==> config.mk <==
export PLATFORM = sky130hd
export DESIGN_NAME = fccw_alu
export DESIGN_NICKNAME = d
export VERILOG_FILES = /design/src/hw/rtl/fccw_pkg.sv /design/src/hw/rtl/fccw_alu.sv
export SDC_FILE = /design/constraint.sdc
export NUM_CORES = 1
export LEC_CHECK = 0
export ABC_CLOCK_PERIOD_IN_PS = 2800
export BUFFER_PORTS_ARGS = -buffer_cell sky130_fd_sc_hd__buf_2
export CORE_ASPECT_RATIO = 1.2
export CORE_MARGIN = 4
export CORE_UTILIZATION = 51
export DETAILED_ROUTE_END_ITERATION = 6
export GPL_TIMING_DRIVEN = 0
export PLACE_DENSITY = 0.95
export SLEW_MARGIN = 20
export SYNTH_ARGS = -nofsm -noshare
export SYNTH_HDL_FRONTEND = slang
export SYNTH_SLANG_ARGS = --single-unit
==> constraint.sdc <==
create_clock -name vclk -period 2.8
set_input_delay 0.14 -clock vclk [all_inputs]
set_output_delay 0.14 -clock vclk [all_outputs]
set_load 0.05 [all_outputs]
==> src/hw/rtl/fccw_pkg.sv <==
// fccw_pkg: constants, codes, types and helpers of the FAT cluster chain walker.
// Used by fccw_alu, fat_cluster_chain_walker and tb_top; depends on nothing.

package fccw_pkg;

	// FAT image geometry
	localparam int FAT_BYTES   = 131072;
	localparam int ADDR_W      = 17;
	localparam int BANK_DEPTH  = FAT_BYTES / 2;
	localparam int BANK_AW     = $clog2(BANK_DEPTH);

	// Entry width decision: count > FAT12_LIMIT  <=>  diff >= (FAT12_LIMIT + 1) * spc
	localparam int FAT12_LIMIT = 4080;
	localparam int SPC_W       = 8;
	localparam int MUL_STEPS   = SPC_W;
	localparam int MUL_CNT_W   = $clog2(MUL_STEPS);
	localparam int ALU_W       = 22;

	localparam logic [15:0] END16 = 16'hfff8;
	localparam logic [11:0] END12 = 12'hff8;

	// Input opcodes
	localparam logic [1:0] OP_LOAD  = 2'd0;
	localparam logic [1:0] OP_START = 2'd1;
	localparam logic [1:0] OP_STEP  = 2'd2;

	// Configuration register indexes
	localparam logic [1:0] CFG_TOTAL    = 2'd0;
	localparam logic [1:0] CFG_RESERVED = 2'd1;
	localparam logic [1:0] CFG_SYSTEM   = 2'd2;
	localparam logic [1:0] CFG_SPC      = 2'd3;

	typedef enum logic {
		ALU_ADD,
		ALU_SUB
	} alu_op_t;

	typedef struct packed {
		alu_op_t            op;
		logic [ALU_W-1:0]   a;
		logic [ALU_W-1:0]   b;
	} alu_req_t;

	typedef struct packed {
		logic [ALU_W-1:0]   sum;
		logic               neg;
	} alu_rsp_t;

	// End-of-chain marker test for the selected entry width
	function automatic logic marks_end(input logic [15:0] value, input logic wide);
		logic res;
		if (wide) begin
			res = (value >= END16);
		end else begin
			res = (value[11:0] >= END12);
		end
		return res;
	endfunction

endpackage

==> src/hw/rtl/fccw_alu.sv <==
// fccw_alu: shared add/subtract unit of the chain walker sequencer.
// Depends on fccw_pkg for the request and response types.

module fccw_alu import fccw_pkg::*; (
	input  alu_req_t req,
	output alu_rsp_t rsp
);

	logic [ALU_W-1:0] sum;

	always_comb begin
		unique case (req.op)
			ALU_ADD: sum = req.a + req.b;
			ALU_SUB: sum = req.a - req.b;
			default: sum = req.a + req.b;
		endcase
	end

	// sign bit doubles as the "a < b" flag for subtraction
	assign rsp.sum = sum;
	assign rsp.neg = sum[ALU_W-1];

endmodule

==> flow_metrics.py, run 1 <==
metrics = {
    "floorplanning": {
        "die_w_um": 58.6,
        "start_util_pct": 54.8,
        "ioPinCount": 68,
        "die_y_um": 68.8,
        "dieArea_um2": 4030,
        "core_area_um2": 2860,
        "rows": 21,
    },
    "drt": {
        "ant_nets": 0,
        "via_count": 2564,
        "first_iter_violations": 359,
        "wl_per_cell_um": 25.6,
        "vias_per_cell": 7.22,
        "drtPass1Iterations": 5,
        "route.detailed.drc": 0,
        "finalWirelength_mm": 9.09,
    },
    "timing": {
        "rsz0062_at_grt": "true",
        "drv_slew": 0,
        "setup_tns_ns": -5.90,
        "fin_crit_ns": 3.51,
        "fmax_mhz": 285,
        "whs_ns": 0.825,
        "hold_viol": 0,
        "setup_violations": 15,
        "worst-slew-pin-transition_ns": 0.471,
        "worst_slack_ns": -0.709,
        "relSlewSlack_pct": 68.3,
        "layout_worst_path_cycle_share_pct": 125,
    },
    "setup_path": {
        "start_kind": "input pin",
        "end_kind": "primary output",
        "cpPeakStageDelay_ns": 0.43,
        "cp_top_family": "compound AO/OA/AOI/OAI gates",
        "crit_slowest_cell": "nor4_4",
        "timing.critical_path.buf_inv": 3,
        "crit_chain": "buf_8 -> nor4_4 -> buf_4 -> a41oi_4 -> xnor2_1 -> ha_2 -> a21oi_2 -> o21ai_1 -> a311oi_4 -> nand2_2 -> a311oi_2 -> buf_6",
        "crit_type": "in2out",
        "arrival_ns": 3.37,
        "path_max_fanout": 6,
        "path_depth": 12,
        "worstPathRequired_ns": 2.66,
    },
    "run_status": {
        "violations": "setup timing",
        "status": "finished with violations",
    },
    "final_layout": {
        "n_clock_buffer": 0,
        "seq_cells": 0,
        "fillers": 98,
        "areaGrowthSynthToFinish_pct": 70.5,
        "seqCellArea_um2": 0,
        "n_antenna_cell": 0,
        "final_area_um2": 2680,
        "fin_cells": 355,
        "layout_commonest_cell": "buf_2",
        "mostFrequentLayoutCells": "50 x buf_2, 36 x buf_4, 21 x nor2_1, 21 x xnor2_1, 17 x ha_1",
        "final_nets": 391,
        "layout-drive-gt1-share_pct": 52.3,
    },
    "logic_synthesis": {
        "synth.mux.area_fraction_pct": 0.638,
        "ys.warnings.count": 0,
        "synth-simple-area-share_pct": 26.1,
        "synth-xor-area-share_pct": 21.1,
        "syn_nets": 288,
        "synth_top_family_by_area": "compound AO/OA/AOI/OAI gates",
        "synthAdderAreaFrac_pct": 18.8,
        "synth_compound_area_share_pct": 29.6,
        "synthCells": 220,
        "syn_area_um2": 1570,
        "ys_types": 47,
        "seq_area_frac_synth_pct": 0,
        "postSynthAreaPerCell_um2": 7.13,
    },
    "power_and_ir_drop": {
        "vdd_drop_max_uv": 550,
        "p_int_mw": 0.527,
        "p_comb_share_pct": 100.0,
        "leakagePower_nw": 1.24,
        "p_sw_mw": 0.906,
        "p_per_area_nw_per_um2": 536,
        "clock_power_share_pct": 0,
        "p_seq_share_pct": 0,
        "finalPower_mw": 1.43,
        "p_sw_share_pct": 63.2,
    },
    "placement": {
        "port_buffers": 68,
        "dp_hpwl_mm": 4.07,
        "detailed_place.area_um2": 2040,
        "dp.cells": 322,
        "gp_congestion": 0.898,
    },
    "worst_hold_path": {
        "hold_depth": 4,
        "holdCritPathClass": "in2out",
    },
    "grt": {
        "grt_max_degree": 11,
        "grt_util_all_layers_pct": 28.9,
        "grt_first_pass_wirelength_mm": 9.12,
        "antenna_found_initial": 0,
        "grt_pass1_vias": 2068,
        "gr-total-overflow": 0,
    },
    "job": {
        "maxCapViolCount": 0,
    },
}
[power groups by stage]
stage	logic, mW	clock network, mW	registers [mW]
floorplan	0.837	0	0
global placement	1.04	0	0
detailed placement	1.06	0	0
CTS	1.20	0	0
global route	1.47	0	0
finish	1.43	0	0
[cell usage after synthesis (all sizes together), types with 3 or more instances]
master | instances | area [µm²]
nor3 | 9 | 50.1
o21a | 7 | 52.6
xor2 | 10 | 87.6
a31oi | 5 | 31.3
ha | 22 | 275
nor2 | 31 | 116
nand2 | 11 | 41.3
nor2b | 3 | 18.8
inv | 9 | 33.8
a21oi | 18 | 97.6
nand4 | 3 | 25.0
o211ai | 3 | 22.5
xnor2 | 27 | 244
nor4 | 6 | 67.6
buf | 4 | 21.3
nand2b | 4 | 25.0
o21ai | 13 | 65.1
nand3 | 3 | 15.0
a21o | 8 | 61.3
[layout make-up]
class	instances	area (µm²)	area share (%)
multi-input cells	206	1830	68.5
repair buffers	102	719	26.9
plain buffers	4	46.3	1.73
well taps	34	42.5	1.59
inverters	9	33.8	1.26
[kinds of logic after synthesis]
kind of cell / count (synthesis)
AO/OA/AOI/OAI: 69
XOR/XNOR: 37
buffers and inverters: 14
adder cells (fa/ha/maj): 23
AND/OR/NAND/NOR: 76
multiplexers: 1
[per-stage QoR]
stage	utilization [%]	worst slack (ns)
after global routing	93.4	-0.759
after global placement	71.3	-0.493
after detailed placement	71.3	-0.546
after CTS	81.0	-0.223
final	93.4	-0.709
after floorplan	-	-0.220
[metal layers]
layer,up-vias,track usage (%),wire length [µm]
met5,-,0,0
met4,0,11.9,946
met3,125,2.42,1090
met2,276,56.3,4200
met1,1147,31.8,2860
li1,1016,-,-
[path summary, 6_finish.rpt]
path	from	to	slack, ns
setup / recovery	req[3]	rsp[20]	-0.71
hold / removal	req[36]	rsp[15]	0.83
[tightest hold or removal path, cell delays in order]
cell	delay [ns]
buf_2	0.11
ha_4	0.19
xnor2_2	0.09
buf_6	0.15
[repair_timing]
| item | CTS | global route |
|---|---|---|
| setup buffers | 16 | 18 |
| gates resized for setup | 48 | 58 |
| pin swaps | 23 | 35 |
| hold buffers | 0 | 0 |
| setup endpoints to repair | 12 | 14 |
Power figures use the tool's default switching activity.
==> run 2: changes to the inputs <==
- REMOVE_ABC_BUFFERS: default -> 1
==> flow_metrics.py, run 2 (synthesis results as in run 1) <==
metrics = {
    "worst_hold_path": {
        "holdCritPathClass": "in2out",
        "hold_depth": 4,
    },
    "grt": {
        "grt_pass1_vias": 2025,
        "antenna_found_initial": 0,
        "grt_first_pass_wirelength_mm": 8.68,
        "gr-total-overflow": 0,
        "grt_util_all_layers_pct": 27.0,
        "grt_max_degree": 22,
    },
    "timing": {
        "hold_viol": 0,
        "drv_slew": 0,
        "worst_slack_ns": -0.298,
        "setup_tns_ns": -2.23,
        "whs_ns": 0.776,
        "fin_crit_ns": 3.10,
        "fmax_mhz": 323,
        "worst-slew-pin-transition_ns": 0.375,
        "relSlewSlack_pct": 74.8,
        "layout_worst_path_cycle_share_pct": 111,
        "rsz0062_at_grt": "true",
        "setup_violations": 11,
    },
    "final_layout": {
        "multi_input_area_um2": 1740,
        "layout_commonest_cell": "buf_2",
        "final_nets": 382,
        "final_area_um2": 2450,
        "seq_cells": 0,
        "n_antenna_cell": 0,
        "layout-drive-gt1-share_pct": 46.5,
        "areaGrowthSynthToFinish_pct": 56.3,
        "final_util_pct": 85.6,
        "mostFrequentLayoutCells": "52 x buf_2, 36 x buf_4, 27 x nor2_1",
        "fillers": 161,
        "seqCellArea_um2": 0,
        "n_clock_buffer": 0,
    },
    "placement": {
        "dp_hpwl_mm": 3.81,
        "dp_slack_ns": -0.415,
        "gp_congestion": 0.906,
        "port_buffers": 68,
        "detailed_place.area_um2": 1930,
    },
    "setup_path": {
        "arrival_ns": 2.96,
        "cpPeakStageDelay_ns": 0.37,
        "end_kind": "primary output",
        "worstPathRequired_ns": 2.66,
        "crit_chain": "buf_6 -> nor4_4 -> buf_4 -> a41oi_2 -> nor2_1 -> xor2_1 -> ha_1 -> nor2b_1 -> o21ai_1 -> nand2b_1 -> o41ai_4 -> xnor2_1 -> buf_4",
        "crit_type": "in2out",
        "endpoint": "rsp[19]",
        "start_kind": "input pin",
        "cp-startpoint": "req[7]",
        "crit_top_cell": "buf_4",
        "crit_slowest_cell": "o41ai_4",
        "path_max_fanout": 6,
    },
    "drt": {
        "ant_nets": 0,
        "drtPass1Iterations": 5,
        "finalWirelength_mm": 6.88,
        "wl_per_cell_um": 19.9,
        "route.detailed.drc": 0,
        "via_count": 2205,
        "first_iter_violations": 200,
        "vias_per_cell": 6.37,
    },
    "power_and_ir_drop": {
        "vdd_drop_max_uv": 456,
        "p_seq_share_pct": 0,
        "leakagePower_nw": 1.14,
        "p_int_mw": 0.438,
        "clock_power_share_pct": 0,
        "p_comb_share_pct": 100.0,
        "p_per_area_nw_per_um2": 509,
        "p_sw_mw": 0.810,
        "p_sw_share_pct": 64.9,
    },
    "run_status": {
        "violations": "setup timing",
        "status": "finished with violations",
    },
    "floorplanning": {
        "start_util_pct": 54.8,
        "dieArea_um2": 4030,
        "core_area_um2": 2860,
        "rows": 21,
        "die_w_um": 58.6,
        "die_y_um": 68.8,
        "ioPinCount": 68,
    },
    "job": {
        "maxCapViolCount": 0,
    },
    "clock_network": {
        "holdBufCountCts": 0,
    },
}
run 2: routing by layer:
| metal | wire [µm] | global-route usage (%) | vias to the layer above |
|---|---|---|---|
| met1 | 2530 | 29.1 | 1031 |
| met2 | 3640 | 54.3 | 141 |
| li1 | - | - | 996 |
| met5 | 0 | 0 | - |
| met3 | 418 | 2.05 | 37 |
| met4 | 293 | 9.07 | 0 |
run 2: worst min path at each step:
stage | from | end | slack (ns)
CTS | req[0] | rsp[1] | 0.77
floorplan | req[0] | rsp[1] | 0.57
detailed placement | req[0] | rsp[1] | 0.77
global route | req[0] | rsp[1] | 0.80
global placement | req[0] | rsp[1] | 0.74
finish | req[0] | rsp[1] | 0.78
run 2: metrics by stage:
step	std cells	power, mW
2_1_floorplan	215	0.778
3_3_place_gp	317	0.980
3_5_place_dp	317	0.995
4_1_cts	335	1.13
5_1_grt	346	1.31
6_report	346	1.25
run 2: repair_timing:
| action | CTS | global route |
|---|---|---|
| pin swaps | 26 | 24 |
| endpoints found under the setup margin | 11 | 14 |
| cloned | 0 | 0 |
| setup buffers | 18 | 11 |
| gates resized for setup | 47 | 31 |
run 2: layout make-up:
type	count	share of cell area, %
Inverter	9	1.38
Timing Repair Buffer	97	25.8
Tap cell	34	1.73
Multi-Input combinational cell	206	71.1
run 2: critical path, delay by kind of cell:
kind	cells	cell delay [ns]
AO/OA/AOI/OAI	3	0.75
XOR/XNOR	2	0.37
adder cells (fa/ha/maj)	1	0.36
buffers and inverters	3	0.51
AND/OR/NAND/NOR	4	0.81
run 2: power groups by stage:
stage / Combinational, mW / Clock, mW / Sequential, mW
final: 1.25 / 0 / 0
after global routing: 1.31 / 0 / 0
after floorplan: 0.778 / 0 / 0
after global placement: 0.980 / 0 / 0
after detailed placement: 0.995 / 0 / 0
after CTS: 1.13 / 0 / 0
==> run 3: changes to the inputs <==
- BUFFER_PORTS_ARGS: -buffer_cell sky130_fd_sc_hd__buf_2 -> default
- CORE_UTILIZATION: 51 -> 69
- DONT_BUFFER_PORTS: default -> 1
==> flow_metrics.py, run 3 <==
metrics = {
    "run_status": {
        "lastStage": "5_1_grt",
        "status": "stopped before the end",
        "error_line": "[ERROR DPL-0038] Utilization greater than 100%, impossible to legalize",
    },
    "floorplanning": {
        "die_y_um": 60.2,
        "rows": 18,
        "die_w_um": 51.5,
        "ioPinCount": 68,
        "start_util_pct": 74.1,
    },
    "logic_synthesis": {
        "ys_types": 47,
        "synth-xor-area-share_pct": 21.1,
        "synthAdderAreaFrac_pct": 18.8,
        "seq_area_frac_synth_pct": 0,
        "postSynthAreaPerCell_um2": 7.13,
        "yosysMostFrequentCell": "nor2_1",
        "synth_top_family_by_area": "compound AO/OA/AOI/OAI gates",
        "synth_area_leaders": "ha_1 18%, xnor2_1 15%, nor2_1 7.4%",
        "synth-simple-area-share_pct": 26.1,
        "yosys.area.top_type": "ha_1",
        "synth.mux.area_fraction_pct": 0.638,
        "synth_compound_area_share_pct": 29.6,
        "yosys-top-cells-count": "31 x nor2_1, 26 x xnor2_1, 22 x ha_1, 16 x a21oi_1, 13 x o21ai_0",
        "ys.warnings.count": 0,
        "syn_area_um2": 1570,
        "synth_top_area_share_pct": 17.5,
        "synthCells": 220,
    },
    "placement": {
        "dp_hpwl_mm": 3.63,
        "dp.cells": 246,
        "gp_congestion": 0.920,
        "port_buffers": 0,
        "dp_slack_ns": -0.782,
    },
    "grt": {
        "grt_max_degree": 22,
    },
    "clock_network": {
        "holdBufCountCts": 0,
    },
    "timing": {
        "endpoint_type": "top-level output",
        "worstEndpointGrtRepair": "rsp[0]",
    },
}
[run 3: logic make-up after synthesis]
family                   after synthesis
AND/OR/NAND/NOR                       76
AO/OA/AOI/OAI                         69
XOR/XNOR                              37
adder cells (fa/ha/maj)               23
buffers and inverters                 14
multiplexers                           1
[run 3: timing repair]
action | 4_1_cts
pin swaps | 20
endpoints found under the setup margin | 12
buffers inserted | 16
gates resized for setup | 45
[run 3: stage by stage]
step	TNS, ns	cell area [µm²]	util, %
2_1_floorplan	-3.60	1540	-
3_3_place_gp	-6.16	1580	74.7
3_5_place_dp	-5.04	1610	75.9
4_1_cts	-1.26	1970	93.1
==> run 4: changes to the inputs <==
- CORE_ASPECT_RATIO: 1.2 -> default
- CORE_UTILIZATION: 69 -> 40
- PLACE_DENSITY: 0.95 -> default
- PLACE_DENSITY_LB_ADDON: default -> 0.15
==> flow_metrics.py, run 4 (synthesis results as in run 1) <==
metrics = {
    "run_status": {
        "status": "finished with violations",
        "violations": "setup timing",
    },
    "timing": {
        "relSlewSlack_pct": 26.0,
        "setup_violations": 6,
        "layout_worst_path_cycle_share_pct": 111,
        "hold_viol": 0,
        "fmax_mhz": 321,
        "fin_crit_ns": 3.12,
        "worst_slack_ns": -0.317,
        "rsz0062_at_grt": "true",
        "drv_slew": 0,
        "whs_ns": 0.578,
        "setup_tns_ns": -1.21,
        "worst-slew-pin-transition_ns": 1.10,
    },
    "power_and_ir_drop": {
        "p_seq_share_pct": 0,
        "p_int_mw": 0.431,
        "p_per_area_nw_per_um2": 505,
        "p_sw_share_pct": 65.0,
        "clock_power_share_pct": 0,
        "p_sw_mw": 0.801,
        "vdd_drop_max_uv": 243,
        "leakagePower_nw": 0.936,
        "p_comb_share_pct": 100.0,
    },
    "job": {
        "maxCapViolCount": 0,
    },
    "placement": {
        "port_buffers": 0,
        "dp_slack_ns": -0.737,
        "gp_congestion": 0.840,
        "dp_hpwl_mm": 3.52,
    },
    "drt": {
        "via_count": 1745,
        "ant_nets": 0,
        "route.detailed.drc": 0,
        "first_iter_violations": 97,
        "drtPass1Iterations": 4,
        "vias_per_cell": 6.04,
        "finalWirelength_mm": 5.09,
        "wl_per_cell_um": 17.6,
    },
    "setup_path": {
        "end_kind": "primary output",
        "crit_type": "in2out",
        "worstPathRequired_ns": 2.66,
        "path_max_fanout": 4,
        "arrival_ns": 2.98,
        "start_kind": "input pin",
    },
    "grt": {
        "antenna_found_initial": 0,
        "grt_max_degree": 22,
        "grt_util_all_layers_pct": 17.4,
        "grt_first_pass_wirelength_mm": 7.46,
        "gr-total-overflow": 0,
        "grt_pass1_vias": 1622,
    },
    "final_layout": {
        "n_antenna_cell": 0,
        "mostFrequentLayoutCells": "24 x nor2_1, 20 x buf_4, 16 x xnor2_1",
        "areaGrowthSynthToFinish_pct": 55.3,
        "fillers": 298,
        "seq_cells": 0,
        "layout-drive-gt1-share_pct": 43.2,
        "layout_commonest_cell": "nor2_1",
        "n_clock_buffer": 0,
        "seqCellArea_um2": 0,
        "final_nets": 311,
    },
    "floorplanning": {
        "core_area_um2": 3720,
        "rows": 22,
        "die_w_um": 70.6,
        "ioPinCount": 68,
        "start_util_pct": 42.2,
        "die_y_um": 70.6,
        "dieArea_um2": 4990,
    },
    "worst_hold_path": {
        "holdCritPathClass": "in2out",
    },
    "clock_network": {
        "holdBufCountCts": 0,
    },
}
-- run 4: power groups by stage --
stage	Combinational [mW]	Sequential, mW	Clock [mW]
5_1_grt	1.30	0	0
6_report	1.23	0	0
3_3_place_gp	0.855	0	0
3_5_place_dp	0.878	0	0
2_1_floorplan	0.778	0	0
4_1_cts	1.03	0	0
-- run 4: per-stage QoR --
step                      util [%]  instance area (µm²)  cells  power [mW]
final                         65.6                 2440    289        1.23
after global routing          65.6                 2440    289        1.30
after CTS                     53.4                 1980    274        1.03
after detailed placement      43.8                 1630    264       0.878
after global placement        43.2                 1600    263       0.855
after floorplan                  -                 1540    215       0.778
-- run 4: final cells by class --
cell class | instances | area [µm²] | area share (%)
inverter | 9 | 33.8 | 1.39
timing repair buffer | 26 | 218 | 8.93
tap | 48 | 60.1 | 2.46
multi-input combinational | 206 | 2130 | 87.2
-- run 4: final timing paths --
check / to / cells past startpoint / start / slack [ns]
max: rsp[0] / 14 / req[9] / -0.32
min: rsp[1] / 2 / req[0] / 0.58
-- run 4: metal layers --
metal  share of wire (%)  up-vias  global-route usage, %
met4                0.86        0                      0
met1                  40      832                   24.0
li1                    -      852                      -
met2                  52       57                   31.0
met3                 6.6        4                   2.41
met5                   0        -                      0
-- run 4: worst max-delay path: stages --
cell	delay [ns]
nor4_4	0.35
buf_4	0.20
a41oi_4	0.15
nor2_2	0.20
o21ai_1	0.10
xnor2_1	0.19
ha_1	0.30
a21o_1	0.23
o21ai_1	0.14
nand2b_1	0.09
a21oi_2	0.18
a31oi_4	0.07
xnor2_4	0.41
buf_6	0.23
-- run 4: timing repair --
action / CTS / global route
buffers inserted: 10 / 15
setup endpoints to repair: 14 / 13
gates resized for setup: 49 / 65
pin swaps: 20 / 46
